File: config.mk
export PLATFORM = sky130hd
export DESIGN_NAME = line_orientation_histogram_top
export DESIGN_NICKNAME = d
export VERILOG_FILES = /design/src/rtl/core/lohist_pkg.sv /design/src/rtl/core/lohist_front.sv /design/src/rtl/core/lohist_queue.sv /design/src/rtl/core/lohist_back.sv /design/src/rtl/core/line_orientation_histogram_top.sv
export SDC_FILE = /design/constraint.sdc
export NUM_CORES = 2
export LEC_CHECK = 0
export CAP_MARGIN = 5
export CORE_ASPECT_RATIO = 0.8
export CORE_MARGIN = 2
export CORE_UTILIZATION = 30
export DETAILED_ROUTE_END_ITERATION = 12
export DONT_BUFFER_PORTS = 1
export SLEW_MARGIN = 0
export SYNTH_ARGS = -nofsm -noshare
export SYNTH_HDL_FRONTEND = slang
export SYNTH_SLANG_ARGS = --single-unit
File: constraint.sdc
create_clock -name clk_i -period 9.9 [get_ports clk_i]
set_input_delay 1.98 -clock clk_i [delete_from_list [all_inputs] [get_ports clk_i]]
set_output_delay 1.98 -clock clk_i [all_outputs]
set_load 0.01 [all_outputs]
File: src/rtl/core/lohist_pkg.sv
// ----------------------------------------------------------------------------
// lohist_pkg
// Shared types, codes and the arctangent table of the orientation histogram.
// ----------------------------------------------------------------------------
`default_nettype none

package lohist_pkg;

  localparam int unsigned CoordW = 12;          // width of a coordinate field
  localparam int unsigned DiffW  = CoordW + 1;  // signed endpoint difference
  localparam int unsigned CordW  = DiffW + 16 + 3;
  localparam int unsigned AngW   = 18;          // signed CORDIC angle accumulator

  typedef enum logic [1:0] {
    OP_CLEAR    = 2'd0,
    OP_ADD      = 2'd1,
    OP_FINISH   = 2'd2,
    OP_CLASSIFY = 2'd3
  } op_e;

  // One decoded segment command handed from front to back.
  typedef struct packed {
    op_e                      op;
    logic signed [DiffW-1:0]  dx;
    logic signed [DiffW-1:0]  dy;
  } item_t;

  // One result item.
  typedef struct packed {
    logic [5:0]  bin_index;
    logic [15:0] bin_count;
    logic [15:0] bin_fraction;
    logic [5:0]  dominant_bin;
    logic        is_vertical;
    logic        last;
  } res_t;

  // atan(2^-i) in units of pi/65536, rounded to nearest.
  function automatic logic [15:0] atan_unit(input logic [3:0] i);
    logic [15:0] v;
    case (i)
      4'd0:    v = 16'd16384;
      4'd1:    v = 16'd9672;
      4'd2:    v = 16'd5110;
      4'd3:    v = 16'd2594;
      4'd4:    v = 16'd1302;
      4'd5:    v = 16'd652;
      4'd6:    v = 16'd326;
      4'd7:    v = 16'd163;
      4'd8:    v = 16'd81;
      4'd9:    v = 16'd41;
      4'd10:   v = 16'd20;
      4'd11:   v = 16'd10;
      4'd12:   v = 16'd5;
      4'd13:   v = 16'd3;
      default: v = 16'd1;
    endcase
    return v;
  endfunction

endpackage

`default_nettype wire

File: src/rtl/core/lohist_front.sv
// ----------------------------------------------------------------------------
// lohist_front
// Input stage: takes segment transfers, masks coordinates, forms dx and dy.
// ----------------------------------------------------------------------------
`default_nettype none

module lohist_front
  import lohist_pkg::*;
#(
  parameter int unsigned COORD_BITS = 12
) (
  input  wire logic              clk_i,
  input  wire logic              rst_ni,
  input  wire logic              in_valid_i,
  output logic                   in_ready_o,
  input  wire op_e               op_i,
  input  wire logic [CoordW-1:0] start_x_i,
  input  wire logic [CoordW-1:0] start_y_i,
  input  wire logic [CoordW-1:0] end_x_i,
  input  wire logic [CoordW-1:0] end_y_i,
  output logic                   item_valid_o,
  input  wire logic              item_ready_i,
  output item_t                  item_o
);

  localparam int unsigned UseW = (COORD_BITS < CoordW) ? COORD_BITS : CoordW;
  localparam logic [CoordW-1:0] Mask = CoordW'((64'd1 << UseW) - 64'd1);

  logic  vld_q;
  item_t item_q, item_d;

  assign in_ready_o   = !vld_q || item_ready_i;
  assign item_valid_o = vld_q;
  assign item_o       = item_q;

  always_comb begin
    item_d.op = op_i;
    item_d.dx = $signed({1'b0, end_x_i & Mask}) - $signed({1'b0, start_x_i & Mask});
    item_d.dy = $signed({1'b0, end_y_i & Mask}) - $signed({1'b0, start_y_i & Mask});
  end

  always_ff @(posedge clk_i or negedge rst_ni) begin
    if (!rst_ni) begin
      vld_q <= 1'b0;
    end else if (in_ready_o) begin
      vld_q <= in_valid_i;
    end
  end

  always_ff @(posedge clk_i) begin
    if (in_ready_o && in_valid_i) begin
      item_q <= item_d;
    end
  end

endmodule

`default_nettype wire

File: src/rtl/core/lohist_queue.sv
// ----------------------------------------------------------------------------
// lohist_queue
// Two-entry queue between the front and back parts.
// ----------------------------------------------------------------------------
`default_nettype none

module lohist_queue
  import lohist_pkg::*;
(
  input  wire logic  clk_i,
  input  wire logic  rst_ni,
  input  wire logic  push_valid_i,
  output logic       push_ready_o,
  input  wire item_t push_item_i,
  output logic       pop_valid_o,
  input  wire logic  pop_ready_i,
  output item_t      pop_item_o
);

  item_t       mem_q [2];
  logic        wr_q, rd_q;
  logic [1:0]  cnt_q;
  logic        push, pop;

  assign push_ready_o = (cnt_q != 2'd2);
  assign pop_valid_o  = (cnt_q != 2'd0);
  assign pop_item_o   = mem_q[rd_q];
  assign push         = push_valid_i && push_ready_o;
  assign pop          = pop_valid_o && pop_ready_i;

  always_ff @(posedge clk_i or negedge rst_ni) begin
    if (!rst_ni) begin
      wr_q  <= 1'b0;
      rd_q  <= 1'b0;
      cnt_q <= 2'd0;
    end else begin
      if (push) wr_q <= ~wr_q;
      if (pop)  rd_q <= ~rd_q;
      cnt_q <= cnt_q + 2'(push) - 2'(pop);
    end
  end

  always_ff @(posedge clk_i) begin
    if (push) mem_q[wr_q] <= push_item_i;
  end

endmodule

`default_nettype wire

File: src/rtl/core/lohist_back.sv
// ----------------------------------------------------------------------------
// lohist_back
// Execution part: CORDIC orientation, bin memory, max sweep, fraction divide.
// ----------------------------------------------------------------------------
`default_nettype none

module lohist_back
  import lohist_pkg::*;
#(
  parameter int unsigned NUM_BINS = 32
) (
  input  wire logic  clk_i,
  input  wire logic  rst_ni,
  input  wire logic  item_valid_i,
  output logic       item_ready_o,
  input  wire item_t item_i,
  output logic       res_valid_o,
  input  wire logic  res_ready_i,
  output res_t       res_o
);

  localparam int unsigned BW   = (NUM_BINS > 2) ? $clog2(NUM_BINS) : 1;
  localparam int unsigned AngQ = 65536 / NUM_BINS;
  localparam int unsigned AngR = 65536 % NUM_BINS;
  localparam logic [BW-1:0] LastIdx = BW'(NUM_BINS - 1);

  typedef enum logic [11:0] {
    S_IDLE    = 12'b000000000001,
    S_CORDIC  = 12'b000000000010,
    S_ORIENT  = 12'b000000000100,
    S_ADD_RD  = 12'b000000001000,
    S_ADD_WR  = 12'b000000010000,
    S_MAX_RD  = 12'b000000100000,
    S_MAX_USE = 12'b000001000000,
    S_COMMIT  = 12'b000010000000,
    S_EMIT_RD = 12'b000100000000,
    S_DIV     = 12'b001000000000,
    S_EMIT    = 12'b010000000000,
    S_CLASS   = 12'b100000000000
  } state_e;

  state_e                   state_q;
  op_e                      op_q;
  logic signed [CordW-1:0]  x_q, y_q, xs, ys;
  logic signed [AngW-1:0]   z_q;
  logic [3:0]               it_q;
  logic                     sp_q, pos_q, zero_q;
  logic [15:0]              a_q, a_v, theta_q;
  logic [16:0]              th_v;
  logic [22:0]              prod;
  logic [BW-1:0]            bin_q, bin_v, idx_q, best_q;
  logic [15:0]              max_q, cnt_q;
  logic [15:0]              ang_q, best_ang_q, dom_ang_q;
  logic [BW:0]              arem_q;
  logic [BW+1:0]            arem_v;
  logic [5:0]               dom_idx_q;
  logic [16:0]              rem_q, rem2;
  logic [15:0]              nlo_q, quo_q, d_v;
  logic [NUM_BINS-1:0]      vld_q;
  logic [15:0]              mem_q [NUM_BINS];
  logic [15:0]              rd_data_q, rd_cnt;
  logic                     rd_vld_q;
  logic [BW-1:0]            rd_addr;
  logic                     we;
  logic                     out_free;
  logic                     emit_go;
  logic                     out_vld_q;
  res_t                     res_q;
  logic signed [DiffW-1:0]  adx, ady;

  assign item_ready_o = (state_q == S_IDLE);
  assign res_valid_o  = out_vld_q;
  assign res_o        = res_q;
  assign out_free     = !out_vld_q || res_ready_i;
  // a new result is loaded into the output register this cycle
  assign emit_go      = out_free && ((state_q == S_EMIT) || (state_q == S_CLASS));

  assign adx = item_i.dx[DiffW-1] ? -item_i.dx : item_i.dx;
  assign ady = item_i.dy[DiffW-1] ? -item_i.dy : item_i.dy;
  assign xs  = x_q >>> it_q;
  assign ys  = y_q >>> it_q;

  // Orientation from the CORDIC angle, or from a fixed angle for axis-aligned segments
  always_comb begin
    if (sp_q)                        a_v = a_q;
    else if (z_q[AngW-1])            a_v = 16'd0;
    else if (z_q > AngW'(32768))     a_v = 16'd32768;
    else                             a_v = z_q[15:0];
    th_v  = pos_q ? 17'd32768 + 17'(a_v) : 17'd32768 - 17'(a_v);
    prod  = 23'((th_v[16] ? 16'hFFFF : th_v[15:0])) * 23'(NUM_BINS);
    bin_v = (prod[22:16] >= 7'(NUM_BINS)) ? LastIdx : prod[BW+15:16];
  end

  assign rd_addr = (state_q == S_ADD_RD) ? bin_q : idx_q;
  assign rd_cnt  = rd_vld_q ? rd_data_q : 16'd0;
  assign we      = (state_q == S_ADD_WR) && (rd_cnt != 16'hFFFF);
  assign rem2    = {rem_q[15:0], nlo_q[15]};
  assign arem_v  = (BW+2)'(arem_q) + (BW+2)'(AngR);
  assign d_v     = theta_q - dom_ang_q;

  always_ff @(posedge clk_i) begin
    if (we) mem_q[bin_q] <= rd_cnt + 16'd1;
    rd_data_q <= mem_q[rd_addr];
  end

  always_ff @(posedge clk_i or negedge rst_ni) begin
    if (!rst_ni) begin
      state_q    <= S_IDLE;
      vld_q      <= '0;
      rd_vld_q   <= 1'b0;
      out_vld_q  <= 1'b0;
      dom_idx_q  <= 6'd0;
      dom_ang_q  <= 16'd0;
      op_q       <= OP_CLEAR;
      x_q <= '0; y_q <= '0; z_q <= '0; it_q <= '0;
      sp_q <= 1'b0; pos_q <= 1'b0; zero_q <= 1'b0;
      a_q <= '0; theta_q <= '0; bin_q <= '0; idx_q <= '0; best_q <= '0;
      max_q <= '0; cnt_q <= '0; ang_q <= '0; best_ang_q <= '0; arem_q <= '0;
      rem_q <= '0; nlo_q <= '0; quo_q <= '0;
      res_q <= '0;
    end else begin
      rd_vld_q <= vld_q[rd_addr];
      if (res_ready_i && !emit_go) out_vld_q <= 1'b0;
      if (we) vld_q[bin_q] <= 1'b1;

      case (state_q)
        S_IDLE: begin
          if (item_valid_i) begin
            op_q   <= item_i.op;
            pos_q  <= (item_i.dx > 0) == (item_i.dy >= 0);
            zero_q <= (item_i.dx == 0) && (item_i.dy == 0);
            x_q    <= CordW'(ady) <<< 16;
            y_q    <= CordW'(adx) <<< 16;
            z_q    <= '0;
            it_q   <= '0;
            sp_q   <= (item_i.dx == 0) || (item_i.dy == 0);
            a_q    <= (item_i.dy == 0) ? 16'd32768 : 16'd0;
            idx_q  <= '0;
            max_q  <= '0;
            best_q <= '0;
            ang_q  <= '0;
            arem_q <= '0;
            best_ang_q <= '0;
            case (item_i.op)
              OP_CLEAR: vld_q <= '0;
              OP_FINISH: state_q <= S_MAX_RD;
              default: begin
                if (item_i.dx == 0 && item_i.dy == 0) begin
                  bin_q   <= '0;
                  state_q <= (item_i.op == OP_ADD) ? S_IDLE : S_CLASS;
                end else if (item_i.dx == 0 || item_i.dy == 0) begin
                  state_q <= S_ORIENT;
                end else begin
                  state_q <= S_CORDIC;
                end
              end
            endcase
          end
        end
        S_CORDIC: begin
          if (y_q > 0) begin
            x_q <= x_q + ys;
            y_q <= y_q - xs;
            z_q <= z_q + AngW'(atan_unit(it_q));
          end else begin
            x_q <= x_q - ys;
            y_q <= y_q + xs;
            z_q <= z_q - AngW'(atan_unit(it_q));
          end
          it_q <= it_q + 4'd1;
          if (it_q == 4'd15) state_q <= S_ORIENT;
        end
        S_ORIENT: begin
          theta_q <= th_v[16] ? 16'hFFFF : th_v[15:0];
          bin_q   <= bin_v;
          state_q <= (op_q == OP_ADD) ? S_ADD_RD : S_CLASS;
        end
        S_ADD_RD: state_q <= S_ADD_WR;
        S_ADD_WR: state_q <= S_IDLE;
        S_MAX_RD: state_q <= S_MAX_USE;
        S_MAX_USE: begin
          if (rd_cnt > max_q) begin
            max_q      <= rd_cnt;
            best_q     <= idx_q;
            best_ang_q <= ang_q;
          end
          // running floor(idx * 65536 / NUM_BINS)
          if (arem_v >= (BW+2)'(NUM_BINS)) begin
            arem_q <= (BW+1)'(arem_v - (BW+2)'(NUM_BINS));
            ang_q  <= ang_q + 16'(AngQ) + 16'd1;
          end else begin
            arem_q <= (BW+1)'(arem_v);
            ang_q  <= ang_q + 16'(AngQ);
          end
          idx_q   <= idx_q + 1'b1;
          state_q <= (idx_q == LastIdx) ? S_COMMIT : S_MAX_RD;
        end
        S_COMMIT: begin
          if (max_q != 16'd0) begin
            dom_idx_q <= 6'(best_q);
            dom_ang_q <= best_ang_q;
          end
          idx_q   <= '0;
          state_q <= S_EMIT_RD;
        end
        S_EMIT_RD: begin
          // registered read lands next cycle; load divider in S_DIV entry
          state_q <= S_DIV;
          it_q    <= '0;
          sp_q    <= 1'b1;
        end
        S_DIV: begin
          if (sp_q) begin
            sp_q  <= 1'b0;
            cnt_q <= rd_cnt;
            rem_q <= {2'b0, rd_cnt[15:1]};
            nlo_q <= {rd_cnt[0], 15'd0};
            quo_q <= '0;
            if (max_q == 16'd0) state_q <= S_EMIT;
          end else begin
            if (rem2 >= {1'b0, max_q}) begin
              rem_q <= rem2 - {1'b0, max_q};
              quo_q <= {quo_q[14:0], 1'b1};
            end else begin
              rem_q <= rem2;
              quo_q <= {quo_q[14:0], 1'b0};
            end
            nlo_q <= {nlo_q[14:0], 1'b0};
            it_q  <= it_q + 4'd1;
            if (it_q == 4'd15) state_q <= S_EMIT;
          end
        end
        S_EMIT: begin
          if (out_free) begin
            out_vld_q          <= 1'b1;
            res_q.bin_index    <= 6'(idx_q);
            res_q.bin_count    <= cnt_q;
            res_q.bin_fraction <= quo_q;
            res_q.dominant_bin <= dom_idx_q;
            res_q.is_vertical  <= 1'b0;
            res_q.last         <= (idx_q == LastIdx);
            idx_q              <= idx_q + 1'b1;
            state_q            <= (idx_q == LastIdx) ? S_IDLE : S_EMIT_RD;
          end
        end
        S_CLASS: begin
          if (out_free) begin
            out_vld_q          <= 1'b1;
            res_q.bin_index    <= 6'(bin_q);
            res_q.bin_count    <= 16'd0;
            res_q.bin_fraction <= 16'd0;
            res_q.dominant_bin <= dom_idx_q;
            res_q.is_vertical  <= !zero_q && ((d_v < 16'd16384) || (d_v > 16'd49152));
            res_q.last         <= 1'b1;
            state_q            <= S_IDLE;
          end
        end
        default: state_q <= S_IDLE;
      endcase
    end
  end

endmodule

`default_nettype wire

File: src/rtl/core/line_orientation_histogram_top.sv
// Line orientation histogram. Each segment transfer carries two endpoints and
// a command in tuser: clear, add, finish or classify. Add and classify run a
// 16-step CORDIC (one step per cycle) unless the segment is axis-aligned or
// of zero length. Finish sweeps the bin memory twice, once for the maximum
// and once to emit each bin with a restoring divide for the Q1.15 fraction.
// A two-entry queue after the input register lets new transfers be taken while
// the back part works; one output register holds the result being offered.
// ----------------------------------------------------------------------------
// line_orientation_histogram_top
// Top level: input stage, command queue and execution back part.
// ----------------------------------------------------------------------------
`default_nettype none

module line_orientation_histogram_top
  import lohist_pkg::*;
#(
  parameter int unsigned NUM_BINS   = 32,
  parameter int unsigned COORD_BITS = 12
) (
  input  wire logic        clk_i,
  input  wire logic        rst_ni,
  input  wire logic        s_axis_tvalid,
  output logic             s_axis_tready,
  // start_x[11:0], start_y[23:12], end_x[35:24], end_y[47:36]
  input  wire logic [47:0] s_axis_tdata,
  // operation[1:0]
  input  wire logic [1:0]  s_axis_tuser,
  output logic             m_axis_tvalid,
  input  wire logic        m_axis_tready,
  // bin_index[5:0], bin_count[21:6], bin_fraction[37:22], dominant_bin[43:38],
  // is_vertical[44], zero[47:45]
  output logic [47:0]      m_axis_tdata,
  // last result of one command
  output logic             m_axis_tlast
);

  item_t fr_item, q_item;
  logic  fr_valid, fr_ready, q_valid, q_ready;
  res_t  res;

  lohist_front #(.COORD_BITS(COORD_BITS)) u_front (
    .clk_i,
    .rst_ni,
    .in_valid_i   (s_axis_tvalid),
    .in_ready_o   (s_axis_tready),
    .op_i         (op_e'(s_axis_tuser)),
    .start_x_i    (s_axis_tdata[11:0]),
    .start_y_i    (s_axis_tdata[23:12]),
    .end_x_i      (s_axis_tdata[35:24]),
    .end_y_i      (s_axis_tdata[47:36]),
    .item_valid_o (fr_valid),
    .item_ready_i (fr_ready),
    .item_o       (fr_item)
  );

  // decouples command intake from the long-running back part
  lohist_queue u_queue (
    .clk_i,
    .rst_ni,
    .push_valid_i (fr_valid),
    .push_ready_o (fr_ready),
    .push_item_i  (fr_item),
    .pop_valid_o  (q_valid),
    .pop_ready_i  (q_ready),
    .pop_item_o   (q_item)
  );

  lohist_back #(.NUM_BINS(NUM_BINS)) u_back (
    .clk_i,
    .rst_ni,
    .item_valid_i (q_valid),
    .item_ready_o (q_ready),
    .item_i       (q_item),
    .res_valid_o  (m_axis_tvalid),
    .res_ready_i  (m_axis_tready),
    .res_o        (res)
  );

  assign m_axis_tdata = {3'b000, res.is_vertical, res.dominant_bin, res.bin_fraction,
                         res.bin_count, res.bin_index};
  assign m_axis_tlast = res.last;

endmodule

`default_nettype wire

# After elaboration in Yosys (flattened, before gate mapping)
# Memory sizes are Yosys's and may differ from the RTL's. A register that Yosys moved wholly into a read port is not among the register bits.
# Index checks and enable logic that the tools add are counted.
[totals]
in_bits = 54
rom_bits = 480
mem_bits_rw = 568
elab_cells = 249
register_bits = 402
mem_count = 4
[classes]
bitwise_logic = 3
n_reduce_logical = 46
shifts = 2
add_sub_neg = 22
eq_ne = 32
muxes = 87
n_lt_le_gt_ge = 13
[mem_list]
columns = ["memory", "words", "word_bits", "read_ports", "rd_clocked_by_memory_dff", "wr", "line", "text"]
rows = [
  ["u_back.mem_q", 32, 16, 1, 1, 1, "lohist_back.sv:60", "logic [15:0] mem_q [NUM_BINS];"],
  ["(name not given)", 16, 15, 1, 0, 0, "lohist_pkg.sv:41", "case (i)"],
  ["(name not given)", 16, 15, 1, 0, 0, "lohist_pkg.sv:41", ""],
  ["u_queue.mem_q", 2, 28, 1, 0, 1, "lohist_queue.sv:20", "item_t mem_q [2];"],
]
[ops]
columns = ["cell", "n"]
rows = [
  ["$mux W16", 19],
  ["$mux W32", 8],
  ["$pmux W12 S11", 1],
  ["$pmux W32 S2", 2],
  ["$mux W12", 10],
  ["$pmux W16 S2", 3],
  ["$mux W46", 2],
  ["$pmux W46 S2", 1],
  ["$add A32 B32 Y32", 2],
  ["$logic_not A32 Y1", 2],
  ["$sshr A32 B4 Y32", 2],
  ["$sub A32 B32 Y32", 2],
  ["$mux W5", 8],
  ["$mux W18", 2],
  ["$pmux W18 S2", 1],
  ["$add A16 B1 Y16 const B", 2],
  ["$gt A32 B1 Y1 const B", 1],
  ["$or A32 B32 Y32", 1],
  ["$sub A16 B16 Y16", 2],
  ["$mux W13", 2],
  ["$neg A13 Y13", 2],
  ["$sub A12 B12 Y13", 2],
  ["$pmux W12 S2", 1],
  ["$pmux W5 S2", 2],
  ["other kinds (71)", 125],
]

# Logic depth before layout (Yosys ltp)
[logic_depth]
depth_word = 10
depth_mapped = 28
depth_no_buf = 22

# Cells and area by module
# From an unflattened synthesis, not the netlist that was laid out.
[unflattened]
hier_cells = 4870
area_unflattened_um2 = 51639.5
[by_module_without_submodules]
columns = ["module", "cells_per_inst", "instances", "seq_area_each_um2", "area_each_um2"]
rows = [
  ["lohist_back", 4553, 1, 24004.3, 47234.1],
  ["lohist_queue", 104, 1, 1781.7, 2260.9],
  ["lohist_front", 209, 1, 865.8, 2118.3],
  ["line_orientation_histogram_top", 4, 1, 0.0, 26.3],
]

# Worst setup path after synthesis
# OpenSTA, ideal clock, no wires.
[synth_path]
kind = "register to register"
start = "reg u_back.it_q[0]"
end = "reg u_back.y_q[30]"
setup_slack_ps = 4051
arrival_time_ps = 5715
synth_period_minus_slack_ps = 5849
t_required_ps = 9766
stages_incl_launch_ff = 27
path_cell_list = "dfrtp_1 > buf_2 > buf_4 > buf_2 > buf_4 > buf_4 > buf_2 > mux2_2 > a221oi_1 > o21ai_0 > and2_1 > inv_1 > ha_1 > nand2_1 > nor3_1 > a21o_1 > xor2_1 > ha_1 > and3_1 > and3_1 > a31oi_1 > o211ai_1 > and3_1 > or4_1 > a311oi_1 > xor2_1 > o21ai_0"
[synth_via]
elab_chain_cells = 4
elab_cells_between_ends = 5
cone_classes = "add/sub (2); shift (1); mux (2)"
[synth_lines]
columns = ["item", "line", "text"]
rows = [
  ["start: declaration", "lohist_back.sv:46", "logic [3:0] it_q;"],
  ["start signal: assignment", "lohist_back.sv:170", "it_q <= it_q + 4'd1;"],
  ["start signal: assignment", "lohist_back.sv:229", "it_q <= it_q + 4'd1;"],
  ["$sshr A32 B4 Y32 *", "lohist_back.sv:80", "assign xs = x_q >>> it_q;"],
  ["$add A32 B32 Y32 or $sub A32 B32 Y32 (tied branches)", "lohist_back.sv:167, lohist_back.sv:163", ""],
  ["$mux W32 *", "lohist_back.sv:161", "if (y_q > 0) begin"],
  ["$pmux W32 S2 *", "lohist_back.sv:126", "case (state_q)"],
  ["end signal: assignment", "lohist_back.sv:133", "y_q <= CordW'(adx) <<< 16;"],
  ["end signal: assignment", "lohist_back.sv:163", "y_q <= y_q - xs;"],
  ["end signal: assignment", "lohist_back.sv:167", "y_q <= y_q + xs;"],
  ["end: declaration", "lohist_back.sv:44", "logic signed [CordW-1:0] x_q, y_q, xs, ys;"],
]
# Mark *: on every way between the ends. The rest lies on a longest branch, timed or not.
# A chain may end at the register's enable or synchronous reset.

# Worst setup path in the final report
[layout_path]
start = "reg u_back.it_q[1]"
end = "reg u_back.x_q[30]"
[layout_via]
elab_chain_cells = 4
elab_cells_between_ends = 5
cone_classes = "add/sub (2); shift (1); mux (2)"
[layout_lines]
columns = ["item", "line", "text"]
rows = [
  ["$sshr A32 B4 Y32 *", "lohist_back.sv:81", "assign ys = y_q >>> it_q;"],
  ["$sub A32 B32 Y32 or $add A32 B32 Y32 (tied branches)", "lohist_back.sv:166, lohist_back.sv:162", ""],
  ["$mux W32 *", "lohist_back.sv:161", ""],
  ["$pmux W32 S2 *", "lohist_back.sv:126", ""],
  ["end signal: assignment", "lohist_back.sv:132", "x_q <= CordW'(ady) <<< 16;"],
  ["end signal: assignment", "lohist_back.sv:162", "x_q <= x_q + ys;"],
  ["end signal: assignment", "lohist_back.sv:166", "x_q <= x_q - ys;"],
  ["end: declaration", "lohist_back.sv:44", ""],
]
# Marked as above.

==> flow_summary.json <==
{
  "outcome": "finished, final reports clean",
  "rrSetupSlack_ps": 3220,
  "ir_worst_vdd_mv": 0.224,
  "grt_use_total_pct": 15.3,
  "finalHoldViolCount": 0,
  "clock_power_share_pct": 22.3,
  "grt_pass1_wl_um": 213000,
  "setup_viol": 0,
  "cts_hold_buf": 0,
  "crit_type": "register to register",
  "fin_skew_ps": 30.3,
  "synth-main-ff-cell": "edfxtp_1",
  "p_leak_nw": 21.5,
  "mostFrequentLayoutCells": "nand2_1, edfxtp_1, dfrtp_1",
  "intPower_mw": 9.85,
  "cp_slowest_cell": "dfrtp_4",
  "clock_tree.root_cell": "clkbuf_16",
  "worstHoldStart": "u_front.item_o[7]",
  "netlist_area_um2": 51900,
  "path_clk_slew_ps": 60,
  "drt_wl_total_um": 138000,
  "first_iter_violations": 3402,
  "power.density_nw_per_um2": 288,
  "synth.distinct_cells": 90,
  "areaGrowthSynthToFinish_pct": 11.3,
  "grt_max_degree": 338,
  "dp_slack_ps": 3330,
  "htree_levels": 3,
  "final_nets": 5067,
  "cp_top_family": "simple AND/OR/NAND/NOR gates",
  "wire_per_inst_um": 19.2,
  "report.final.slew_viol_count": 0,
  "async_flop_share_pct": 35.5,
  "seq_area_um2": 26700,
  "power.switching_mw": 6.79,
  "start_util_pct": 30.2,
  "grt_setup_unrepaired": "false",
  "worstSetupStartpoint": "u_back.it_q[1]",
  "reg2reg_from": "u_back.it_q[1]",
  "layout_commonest_cell": "nand2_1",
  "hold_path_class": "register to register",
  "min_period_ps": 6680,
  "synth_seq_cells": 949,
  "crit_cells": 18,
  "post_cts_resize_count": 0,
  "crit_arrival_ps": 7270,
  "port_buffers": 0,
  "cp_cell_sequence": "buf_4, mux4_2, mux2_2, nor4_1, o211ai_1, nor3_1, nor2_1, xor2_1, ha_1, and3_1, a221oi_1, and3_1, a221o_1, a211oi_1, nor4b_1, a211o_1, mux2i_1, nand3_1",
  "slowest_delay_ps": 790,
  "worst_slew_pin_slew_ps": 1290,
  "avgSynthCellArea_um2": 10.5,
  "switching_share_pct": 40.8,
  "synth_cells": 4922,
  "hpwl_um": 90200,
  "drtPass1Iterations": 6,
  "cts_tree": "done",
  "drive_above_1_share_pct": 9.05,
  "vias_per_cell": 5.24,
  "max_freq_mhz": 150,
  "synth_edf_count": 596,
  "cts_buffers": 96,
  "start_kind": "register",
  "layout_setup_ws_ps": 3220,
  "vias": 37638,
  "ant_nets": 0,
  "period_share_pct": 67.4,
  "clkLatencyLatePin_ps": 710,
  "die_w_um": 469,
  "cp_num_buf_inv": 1,
  "n_fill_cell": 17179,
  "multi_input_area_um2": 23700,
  "combPwrFrac_pct": 47.2,
  "place_congestion": 0.892,
  "cts_setup_buffers": 0,
  "io_pins": 105,
  "end_kind": "register",
  "grt_overflow": 0,
  "seqPwrFrac_pct": 30.6,
  "cpMostUsedCell": "and3_1",
  "synth-warning-count": 0,
  "cap_violations": 0,
  "ys_seq_area_share_pct": 51.4,
  "cp.required_ps": 10490,
  "timing.slew.headroom_pct": 13.4,
  "holdPathStages": 0,
  "antenna_found_initial": 3,
  "cp_max_fo": 49,
  "clock_path_buffers": 3,
  "coreArea_um2": 172000,
  "dieArea_um2": 176000,
  "clkSinkCount": 949,
  "holdWs_ps": 440,
  "fin_setup_tns_ps": 0,
  "die_h_um": 376,
  "r2r_cells": 18,
  "grt_pass1_vias": 35512,
  "core.rowCount": 136,
  "drc_errors": 0
}
synthesized netlist by cell type, types with 10 or more instances:
cell | count | area (µm²)
nand2_1 | 690 | 2590
edfxtp_1 | 596 | 17900
dfrtp_1 | 336 | 8410
nor2_1 | 323 | 1210
o21ai_0 | 289 | 1450
a21oi_1 | 227 | 1140
clkbuf_1 | 224 | 841
a211oi_1 | 215 | 1610
ha_1 | 183 | 2290
inv_1 | 181 | 679
nand3_1 | 127 | 636
xnor2_1 | 122 | 1070
mux2i_1 | 120 | 1200
a31oi_1 | 103 | 644
and2_0 | 102 | 638
xor2_1 | 91 | 797
a311oi_1 | 73 | 639
mux2_2 | 73 | 822
mux4_2 | 69 | 1550
a21o_1 | 65 | 488
nor3_1 | 59 | 295
and2_1 | 57 | 357
nand2b_1 | 55 | 344
nor2b_1 | 41 | 257
and3_1 | 38 | 238
o21a_1 | 37 | 278
buf_1 | 32 | 120
nor4_1 | 31 | 194
o211ai_1 | 30 | 225
o31ai_1 | 23 | 173
nor3b_1 | 20 | 150
nand4_1 | 17 | 106
dfxtp_1 | 16 | 320
o21bai_1 | 16 | 120
a21boi_0 | 14 | 105
or3_1 | 12 | 75.1
or4_1 | 12 | 90.1
buf_2 | 11 | 55.1
buf_4 | 10 | 75.1
mux2_1 | 10 | 113
metrics by stage:
step                      utilization, %  std cells  power, mW  area [µm²]
after floorplan                        -       4926       11.1       51900
after global placement              31.7       7000       12.8       54500
after detailed placement            31.7       7000       12.9       54500
after CTS                           33.6       7179       16.7       57700
after global routing                33.6       7184       17.9       57800
final                               33.6       7185       16.6       57800
worst paths after layout:
| kind | end |
|---|---|
| min reg2reg | u_queue.mem_q[0][7] |
| max reg2reg | u_back.x_q[30] |
| min | u_queue.mem_q[0][7] |
| min in group asynchronous | u_back.best_ang_q[6] |
| max in group asynchronous | u_back.it_q[1] |
| max | u_back.x_q[30] |
per-layer routing:
layer  share of wire (%)  GRT usage [%]  vias up
li1                    -              -    17881
met1                  47           22.4    18412
met2                  42           22.4     1130
met3                 7.4           3.45      215
met4                 2.9           4.74        0
met5                   0              0        -
registers in the layout, indices dropped and copies added (netlist names), 18 cells and up:
signal and count:
u_back.mem_q 512, u_queue.mem_q 56, u_back.res_o 44, u_back.vld_q 32, u_back.x_q 32, u_back.y_q 32, u_front.item_o 28, u_back.z_q 18
layout make-up:
type                            count  share of cell area, %
Tap cell                         2277                   4.93
Clock inverter                     40                  0.916
Multi-Input combinational cell   3513                   41.0
Antenna cell                        4                 0.0173
Timing Repair Buffer               80                   1.16
Sequential cell                   949                   46.2
Clock buffer                      139                   4.59
Inverter                          183                   1.19
power by group through the flow:
stage          logic, mW  clock network, mW  registers, mW
3_3_place_gp        7.66                  0           5.13
5_1_grt             8.77               3.96           5.12
6_report            7.85               3.71           5.09
4_1_cts             7.80               3.81           5.06
3_5_place_dp        7.75                  0           5.14
2_1_floorplan       6.24                  0           4.83
cell families (layout without fill, tap and decap cells):
family | after synthesis | in the layout | share of synthesized area [%]
AO/OA/AOI/OAI | 1200 | 1200 | 15.1
XOR/XNOR | 213 | 213 | 3.60
adder cells (fa/ha/maj) | 190 | 190 | 4.68
buffers and inverters | 464 | 442 | 3.51
flip-flops | 949 | 949 | 51.4
multiplexers | 272 | 272 | 7.11
other | 1 | 9 | 0.00723
AND/OR/NAND/NOR | 1633 | 1633 | 14.7
worst register-to-register path: cells and delay by family, from the launching register on:
kind,cells,cell delay [ps]
compound gates,5,1350
buf+inv,1,690
mux,3,1100
xor+xnor,1,160
flops,1,790
fa+ha+maj,1,340
simple gates,7,2120
No activity file was read; power rests on OpenSTA's default activity.
